## config.mk

```make
export PLATFORM = sky130hd
export DESIGN_NAME = bbi_result_queue
export DESIGN_NICKNAME = d
export VERILOG_FILES = /design/src/hdl/bbi_pkg.sv /design/src/hdl/bbi_result_queue.sv
export SDC_FILE = /design/constraint.sdc
export NUM_CORES = 1
export LEC_CHECK = 0
export ABC_AREA = 1
export ABC_CLOCK_PERIOD_IN_PS = 3600
export BUFFER_PORTS_ARGS = -buffer_cell sky130_fd_sc_hd__buf_2
export CAP_MARGIN = 30
export CELL_PAD_IN_SITES_DETAIL_PLACEMENT = 0
export CELL_PAD_IN_SITES_GLOBAL_PLACEMENT = 1
export CORE_MARGIN = 8
export CORE_UTILIZATION = 36
export DETAILED_ROUTE_END_ITERATION = 8
export GPL_TIMING_DRIVEN = 0
export PLACE_DENSITY_LB_ADDON = 0.12
export RECOVER_POWER = 100
export SYNTH_ARGS = -nofsm -noshare
export SYNTH_HDL_FRONTEND = slang
export SYNTH_SLANG_ARGS = --single-unit
```

## constraint.sdc

```tcl
create_clock -name clk -period 3.6 [get_ports clk]
set_clock_uncertainty 0.05 [all_clocks]
set_input_delay 0.72 -clock clk [delete_from_list [all_inputs] [get_ports clk]]
set_output_delay 0.72 -clock clk [all_outputs]
set_load 0.02 [all_outputs]
```

## src/hdl/bbi_pkg.sv

```systemverilog
// Shared types and constants for the 3x3 interior box blur core.
// Holds the channel payload structs, register index codes and divide-by-9 constants.
// No dependencies; used by the core, the result queue and the checker.
`timescale 1ns / 1ps

package bbi_pkg;

    // Configuration port
    localparam int CFG_INDEX_W = 2;
    localparam int CFG_DATA_W  = 11;

    localparam logic [CFG_INDEX_W-1:0] REG_IMAGE_WIDTH  = 2'd0;
    localparam logic [CFG_INDEX_W-1:0] REG_IMAGE_HEIGHT = 2'd1;

    localparam logic [CFG_DATA_W-1:0] IMAGE_WIDTH_RESET  = 11'd640;
    localparam logic [CFG_DATA_W-1:0] IMAGE_HEIGHT_RESET = 11'd480;

    // Pixel and result geometry
    localparam int CHAN_W      = 8;
    localparam int NUM_CHAN    = 3;
    localparam int PIX_W       = CHAN_W * NUM_CHAN;
    localparam int OUT_COORD_W = 10;

    // Sum of three channel values, sum of nine channel values
    localparam int COL_SUM_W = 10;
    localparam int SUM_W     = 12;

    // floor(x / 9) == (x * 3641) >> 15 for every x below 2^12
    localparam int DIV9_MULT  = 3641;
    localparam int DIV9_SHIFT = 15;
    localparam int PROD_W     = 24;

    // Result queue, depth must be a power of two
    localparam int QUEUE_DEPTH = 4;

    typedef struct packed {
        logic [CHAN_W-1:0] red;
        logic [CHAN_W-1:0] green;
        logic [CHAN_W-1:0] blue;
    } pixel_in_t;

    typedef struct packed {
        logic [OUT_COORD_W-1:0] pixel_row;
        logic [OUT_COORD_W-1:0] pixel_col;
        logic [CHAN_W-1:0]      out_red;
        logic [CHAN_W-1:0]      out_green;
        logic [CHAN_W-1:0]      out_blue;
        logic                   last_of_run;
    } pixel_out_t;

    typedef logic [NUM_CHAN-1:0][COL_SUM_W-1:0] col_sum_t;
    typedef logic [NUM_CHAN-1:0][SUM_W-1:0]     win_sum_t;

    // One or two results handed to the result queue in one cycle
    typedef struct packed {
        logic       en;
        logic       two;
        pixel_out_t first;
        pixel_out_t second;
    } bbi_push_t;

endpackage

```

## src/hdl/bbi_result_queue.sv

```systemverilog
// Small result queue that takes one or two results per cycle and hands out one.
// Depends on bbi_pkg for the result struct, the push bundle and the queue depth.
`timescale 1ns / 1ps

module bbi_result_queue (
    input  logic               clk,
    input  logic               rst_n,
    input  bbi_pkg::bbi_push_t push,
    input  logic               pop,
    output logic               room,
    output logic               out_valid,
    output bbi_pkg::pixel_out_t out_data
);

    import bbi_pkg::*;

    localparam int PTR_W = $clog2(QUEUE_DEPTH);
    localparam int CNT_W = $clog2(QUEUE_DEPTH + 1);

    pixel_out_t       slot_reg [QUEUE_DEPTH];
    logic [PTR_W-1:0] wr_ptr_reg;
    logic [PTR_W-1:0] wr_ptr_next;
    logic [PTR_W-1:0] rd_ptr_reg;
    logic [PTR_W-1:0] rd_ptr_next;
    logic [CNT_W-1:0] count_reg;
    logic [CNT_W-1:0] count_next;
    logic [CNT_W-1:0] push_n;

    always_comb
    begin
        if (!push.en)
        begin
            push_n = '0;
        end
        else if (push.two)
        begin
            push_n = CNT_W'(2);
        end
        else
        begin
            push_n = CNT_W'(1);
        end
        wr_ptr_next = wr_ptr_reg + PTR_W'(push_n);
        rd_ptr_next = pop ? rd_ptr_reg + PTR_W'(1) : rd_ptr_reg;
        count_next  = count_reg + push_n - (pop ? CNT_W'(1) : CNT_W'(0));
    end

    // Pushes never overrun: the producer checks room, which leaves space for two.
    always_ff @(posedge clk or negedge rst_n)
    begin
        if (!rst_n)
        begin
            wr_ptr_reg <= '0;
            rd_ptr_reg <= '0;
            count_reg  <= '0;
        end
        else
        begin
            wr_ptr_reg <= wr_ptr_next;
            rd_ptr_reg <= rd_ptr_next;
            count_reg  <= count_next;
        end
    end

    always_ff @(posedge clk)
    begin
        if (push.en)
        begin
            slot_reg[wr_ptr_reg] <= push.first;
            if (push.two)
            begin
                slot_reg[wr_ptr_reg + PTR_W'(1)] <= push.second;
            end
        end
    end

    assign room      = (count_reg <= CNT_W'(QUEUE_DEPTH - 2));
    assign out_valid = (count_reg != '0);
    assign out_data  = slot_reg[rd_ptr_reg];

endmodule

```

==> impl_metrics.py, run 1 <==
metrics = {
    "status": {
        "status": "completed",
    },
    "yosys": {
        "ys_types": 23,
        "syn-cell-area_um2": 10500,
        "netlist_instances": 1351,
        "synthFlopType": "edfxtp_1",
        "avgSynthCellArea_um2": 7.80,
        "ys_top_cells_by_area": "edfxtp_1 51%, nand2_1 23%, nand3_1 11%, inv_1 6.7%, buf_4 1.7%",
        "yosysSeqAreaShare_pct": 53.0,
        "synth_nets": 1449,
        "yosysTopAreaCellShare_pct": 51.3,
        "synth-edff-count": 180,
        "yosys_register_bits": 187,
        "yosysTopAreaCell": "edfxtp_1",
        "synth_most_common_cell": "nand2_1",
        "netlist_top_cells_count": "648 x nand2_1, 227 x nand3_1, 188 x inv_1, 180 x edfxtp_1",
        "yosysWarnings": 0,
        "async_flop_share_pct": 3.74,
    },
    "critical_path": {
        "cp_max_fo": 10,
        "worst-setup-path-type": "reg -> out",
        "timing.reg2reg.setup_slack_ns": 0.84,
        "arrival_ns": 2.51,
        "cp_data_required_time_ns": 2.83,
        "worstSetupEndpointType": "primary output",
        "cp-start-kind": "flip-flop",
    },
    "clock_tree": {
        "clock_sinks": 187,
        "htreeDepth": 4,
        "clkTransAtPathRegs_ns": 0.07,
        "root_buffer": "clkbuf_16",
        "cts_resized": 0,
        "clk_latency_ns": 0.44,
        "post-cts-setup-buffer-count": 0,
        "cts_tree": "built",
        "cts_hold_buf": 0,
        "clockBufferDepth": 2,
        "cts_buffers": 17,
    },
    "detailed_routing": {
        "route.vias.total": 9049,
        "drt_pass1_iterations": 6,
        "drt_iter0_markers": 698,
        "wl_per_cell_um": 18.1,
        "drtAntennaViolNets": 0,
        "drc": 0,
        "postRouteWirelength_mm": 34.6,
        "via_per_inst": 4.74,
    },
    "timing": {
        "hold_violations": 0,
        "worstMarginPinSlew_ns": 1.24,
        "setup_viol": 0,
        "fin_ws_ns": 0.315,
        "period_share_pct": 91.2,
        "report.final.slew_viol_count": 0,
        "fin_crit_ns": 3.28,
        "slew-limit-headroom_pct": 17.2,
        "max_freq_mhz": 304,
        "rsz0062_at_grt": "no",
    },
    "worst_hold_path": {
        "min_path_type": "in -> async",
    },
    "floorplan": {
        "io_pins": 142,
        "die_h_um": 187,
        "die_w_um": 187,
        "start_util_pct": 36.6,
        "std_cell_rows": 62,
        "core_area_um2": 28800,
        "die-area_um2": 35000,
    },
    "cells_and_area": {
        "syn_to_final_growth_pct": 16.2,
        "layout.nets": 1612,
        "num_antenna_cells": 0,
        "largest_reg_flops": 180,
        "postLayoutCellArea_um2": 12200,
        "layout-drive-gt1-share_pct": 11.7,
        "final_cells": 1910,
    },
    "placed_design": {
        "place_ws_ns": 0.651,
        "hpwl_mm": 22.5,
        "numPortBuffers": 141,
        "place_area_um2": 11800,
        "dp.cells": 1879,
        "place_congestion": 0.759,
    },
    "power_and_ir_drop": {
        "peakVddDrop_mv": 0.289,
        "p_leak_nw": 6.15,
        "cellPowerDensity_nw_per_um2": 792,
    },
    "grt": {
        "overflow": 0,
        "grtUsageMet2_pct": 33.6,
        "grt.met1_usage_pct": 26.0,
        "busiest_layer": "met2",
        "grt_pass1_vias": 8942,
        "antenna_found_initial": 0,
        "grt_start_max_net_pins": 46,
        "met3_usage_pct": 2.67,
        "grt_pass1_wl_mm": 53.1,
        "track_usage_pct": 19.8,
    },
    "flow_run": {
        "max_cap_viol_count": 0,
    },
}
## logic make-up (layout without fill, tap and decap cells)
group	Yosys count	after routing	share of synthesized area, %
xor gates and xnor gates	4	4	0.333
buffers and inverters	270	445	11.6
and+or+nand+nor	885	885	34.6
adders and majority gates	3	3	0.427
AOI/OAI and AO/OA	2	2	0.0950
DFF	187	187	53.0
## cell type report
cell class                 instances  area [µm²]
clock buffer                      19         433
multi-input combinational        894        3740
clock inverter                    12         186
sequential                       187        5580
buffer                            79         417
timing repair buffer             144         693
inverter                         191         718
tap                              384         480
fill                            2942       16500
## worst max-delay path, stage by stage, from the launching register on
cell and delay [ns]:
dfrtp_1 0.35, buf_2 0.20, inv_1 0.37, clkbuf_1 0.61, nand3_1 0.15, nand2_1 0.13
clkbuf_1 0.25
## power by group
group,internal [mW],leakage (nW),switching (mW)
registers,3.12,1.76,0.135
logic,1.10,4.10,3.28
clock network,1.17,0.296,0.887
## layout by cell type, fill, tap and decap left out, drive strengths merged
cell type	synthesis	layout
edfxtp	180	180
nor2	5	5
dfrtp	7	7
xor2	3	3
ha	2	2
nand2	652	652
a21oi	2	2
nand3	227	227
clkinvlp	0	3
inv	190	194
clkinv	1	2
bufinv	0	4
fa	1	1
xnor2	1	1
buf	67	143
nand3b	1	1
clkbuf	12	99
## metal layers
metal,wire length (µm),vias up
met1,15700,4203
li1,-,4550
met5,0,-
met4,575,0
met2,16700,252
met3,1650,44
## stage by stage
stage,hold slack [ns],power [mW],utilization (%),TNS (ns)
2_1_floorplan,0.374,6.11,-,0
3_3_place_gp,0.477,7.87,40.7,-167.94
3_5_place_dp,0.484,7.93,41.1,0
4_1_cts,0.0616,9.98,43.2,0
5_1_grt,0.194,10.4,42.6,0
6_report,0.176,9.70,42.6,0
## worst paths after layout
check | endpoint | cells after the start | from
max reg2reg | slot_reg[2][22] | 6 | wr_ptr_reg[0]
min reg2reg | count_reg[0] | 1 | count_reg[0]
max | out_data[29] | 6 | rd_ptr_reg[1]
max in group asynchronous | rd_ptr_reg[0] | 1 | rst_n
min | count_reg[2] | 1 | rst_n
min in group clk | count_reg[0] | 1 | count_reg[0]
No activity file was read; power rests on OpenSTA's default activity.
==> run 2, diff against run 1 <==
ABC_CLOCK_PERIOD_IN_PS = 2980   (was 3600)
clock period = 2.98 ns   (was 3.6 ns; I/O delays follow)
==> run 2 against run 1 <==
Critical path depth did not move. Cell area is 0.11% lower. Flip-flop and latch count is the same. First-iteration DRC count down 16%.
==> impl_metrics.py, run 2 (same netlist as run 1, synthesis figures left out) <==
metrics = {
    "grt": {
        "track_usage_pct": 19.5,
        "overflow": 0,
        "antenna_found_initial": 2,
        "grt_start_max_net_pins": 46,
        "grt_pass1_vias": 8921,
        "grt_pass1_wl_mm": 52.3,
    },
    "power_and_ir_drop": {
        "pwr-share-comb_pct": 46.2,
        "cellPowerDensity_nw_per_um2": 940,
        "pwr-share-seq_pct": 34.2,
        "p_int_mw": 6.26,
        "p_leak_nw": 6.20,
        "peakVddDrop_mv": 0.346,
        "power_frac_clock_pct": 19.6,
        "p_sw_share_pct": 45.6,
        "switchingPower_mw": 5.25,
    },
    "critical_path": {
        "crit_slowest_cell": "dfrtp_1",
        "worstPathCellList": "clkbuf_2 > inv_2 > clkbuf_2 > nand3_1 > nand2_1 > clkbuf_1",
        "crit_family": "buffers and inverters",
        "cp_max_fo": 10,
        "critPathMaxStageDelay_ns": 0.36,
        "arrival_ns": 2.17,
        "cp-start-kind": "flip-flop",
        "cpMostUsedCell": "clkbuf_2",
        "critPathBufInv": 4,
        "worstSetupEndpointType": "primary output",
        "reg2regPathDepth": 6,
        "worst-setup-path-type": "reg -> out",
        "cp_data_required_time_ns": 2.33,
        "crit_cells": 6,
    },
    "timing": {
        "rsz0062_at_grt": "no",
        "worstMarginPinSlew_ns": 0.967,
        "timing.hold.ws_ns": 0.396,
        "fin_crit_ns": 2.82,
        "setup_viol": 0,
        "tns_ns": 0,
        "period_share_pct": 94.6,
        "slew-limit-headroom_pct": 35.4,
        "max_freq_mhz": 355,
        "hold_violations": 0,
        "report.final.slew_viol_count": 0,
    },
    "floorplan": {
        "io_pins": 142,
        "die-area_um2": 35000,
        "std_cell_rows": 62,
        "die_h_um": 187,
        "core_area_um2": 28800,
        "start_util_pct": 36.6,
        "die_w_um": 187,
    },
    "cells_and_area": {
        "layout_common_cells": "649 x nand2_1, 227 x nand3_1, 188 x inv_1",
        "layout.nets": 1614,
        "seqCellArea_um2": 5580,
        "syn_to_final_growth_pct": 16.1,
        "final_common_cell": "nand2_1",
        "fillers": 2978,
        "fin_util_pct": 42.5,
        "layout-drive-gt1-share_pct": 13.0,
        "largest_reg_flops": 180,
        "multiInputGateArea_um2": 3730,
        "postLayoutCellArea_um2": 12200,
    },
    "placed_design": {
        "place_congestion": 0.762,
        "numPortBuffers": 141,
        "hpwl_mm": 22.8,
        "place_area_um2": 11800,
    },
    "status": {
        "status": "completed",
    },
    "worst_hold_path": {
        "min_path_type": "in -> reg",
        "hold_path_depth": 2,
    },
    "clock_tree": {
        "clkTransAtPathRegs_ns": 0.07,
        "clock_sinks": 187,
        "clockBufferDepth": 2,
        "clk_latency_ns": 0.44,
        "cts_tree": "built",
        "cts_buffers": 17,
        "root_buffer": "clkbuf_16",
        "htreeDepth": 4,
    },
    "detailed_routing": {
        "via_per_inst": 4.76,
        "route.vias.total": 9109,
        "wl_per_cell_um": 17.9,
        "drc": 0,
        "postRouteWirelength_mm": 34.3,
        "drt_pass1_iterations": 5,
        "drtAntennaViolNets": 0,
        "drt_iter0_markers": 585,
    },
    "flow_run": {
        "max_cap_viol_count": 0,
    },
}
## run 2: layer usage
metal | up-vias | global-route usage (%) | share of wire, %
met5 | - | 0 | 0.023
met3 | 40 | 3.09 | 5.5
li1 | 4556 | - | -
met2 | 278 | 33.9 | 49
met1 | 4233 | 24.8 | 43
met4 | 2 | 5.41 | 1.5
## run 2: path summary, 6_finish.rpt
check	start	to	slack (ns)
setup / recovery	rd_ptr_reg[1]	out_data[15]	0.16
hold / removal	pop	rd_ptr_reg[0]	0.40
setup reg to reg	wr_ptr_reg[0]	slot_reg[1][11]	0.52
hold reg to reg	count_reg[0]	count_reg[0]	0.49
max in group asynchronous	rst_n	rd_ptr_reg[0]	1.94
min in group asynchronous	rst_n	count_reg[1]	0.58
## run 2: timing repair
item	CTS	global route
setup buffers	0	0
setup endpoints to repair	0	20
hold endpoints to repair	7	0
gates resized for setup	0	4
hold buffers	1	0
## run 2: final cells by class
class | count | area share [%]
antenna | 1 | 0.0205
buffer | 79 | 3.57
clock buffer | 17 | 3.48
clock inverter | 15 | 1.14
inverter | 191 | 5.87
multi-input combinational | 894 | 30.5
sequential | 187 | 45.6
tap | 384 | 3.93
timing repair buffer | 146 | 5.94
## run 2: through the flow
stage,worst slack [ns],total power [mW],cells
after floorplan,0.402,7.37,1351
after global placement,-1.10,9.47,1876
after detailed placement,0.241,9.58,1880
after CTS,0.00355,11.8,1913
after global routing,0.0531,12.3,1913
final,0.162,11.5,1914
## run 2: power groups by stage
stage                     Combinational (mW)  Clock, mW  Sequential [mW]
final                                   5.32       2.26             3.93
after global routing                    5.93       2.37             3.99
after CTS                               5.61       2.28             3.93
after detailed placement                5.59          0             3.99
after global placement                  5.43          0             4.04
after floorplan                         3.39          0             3.98
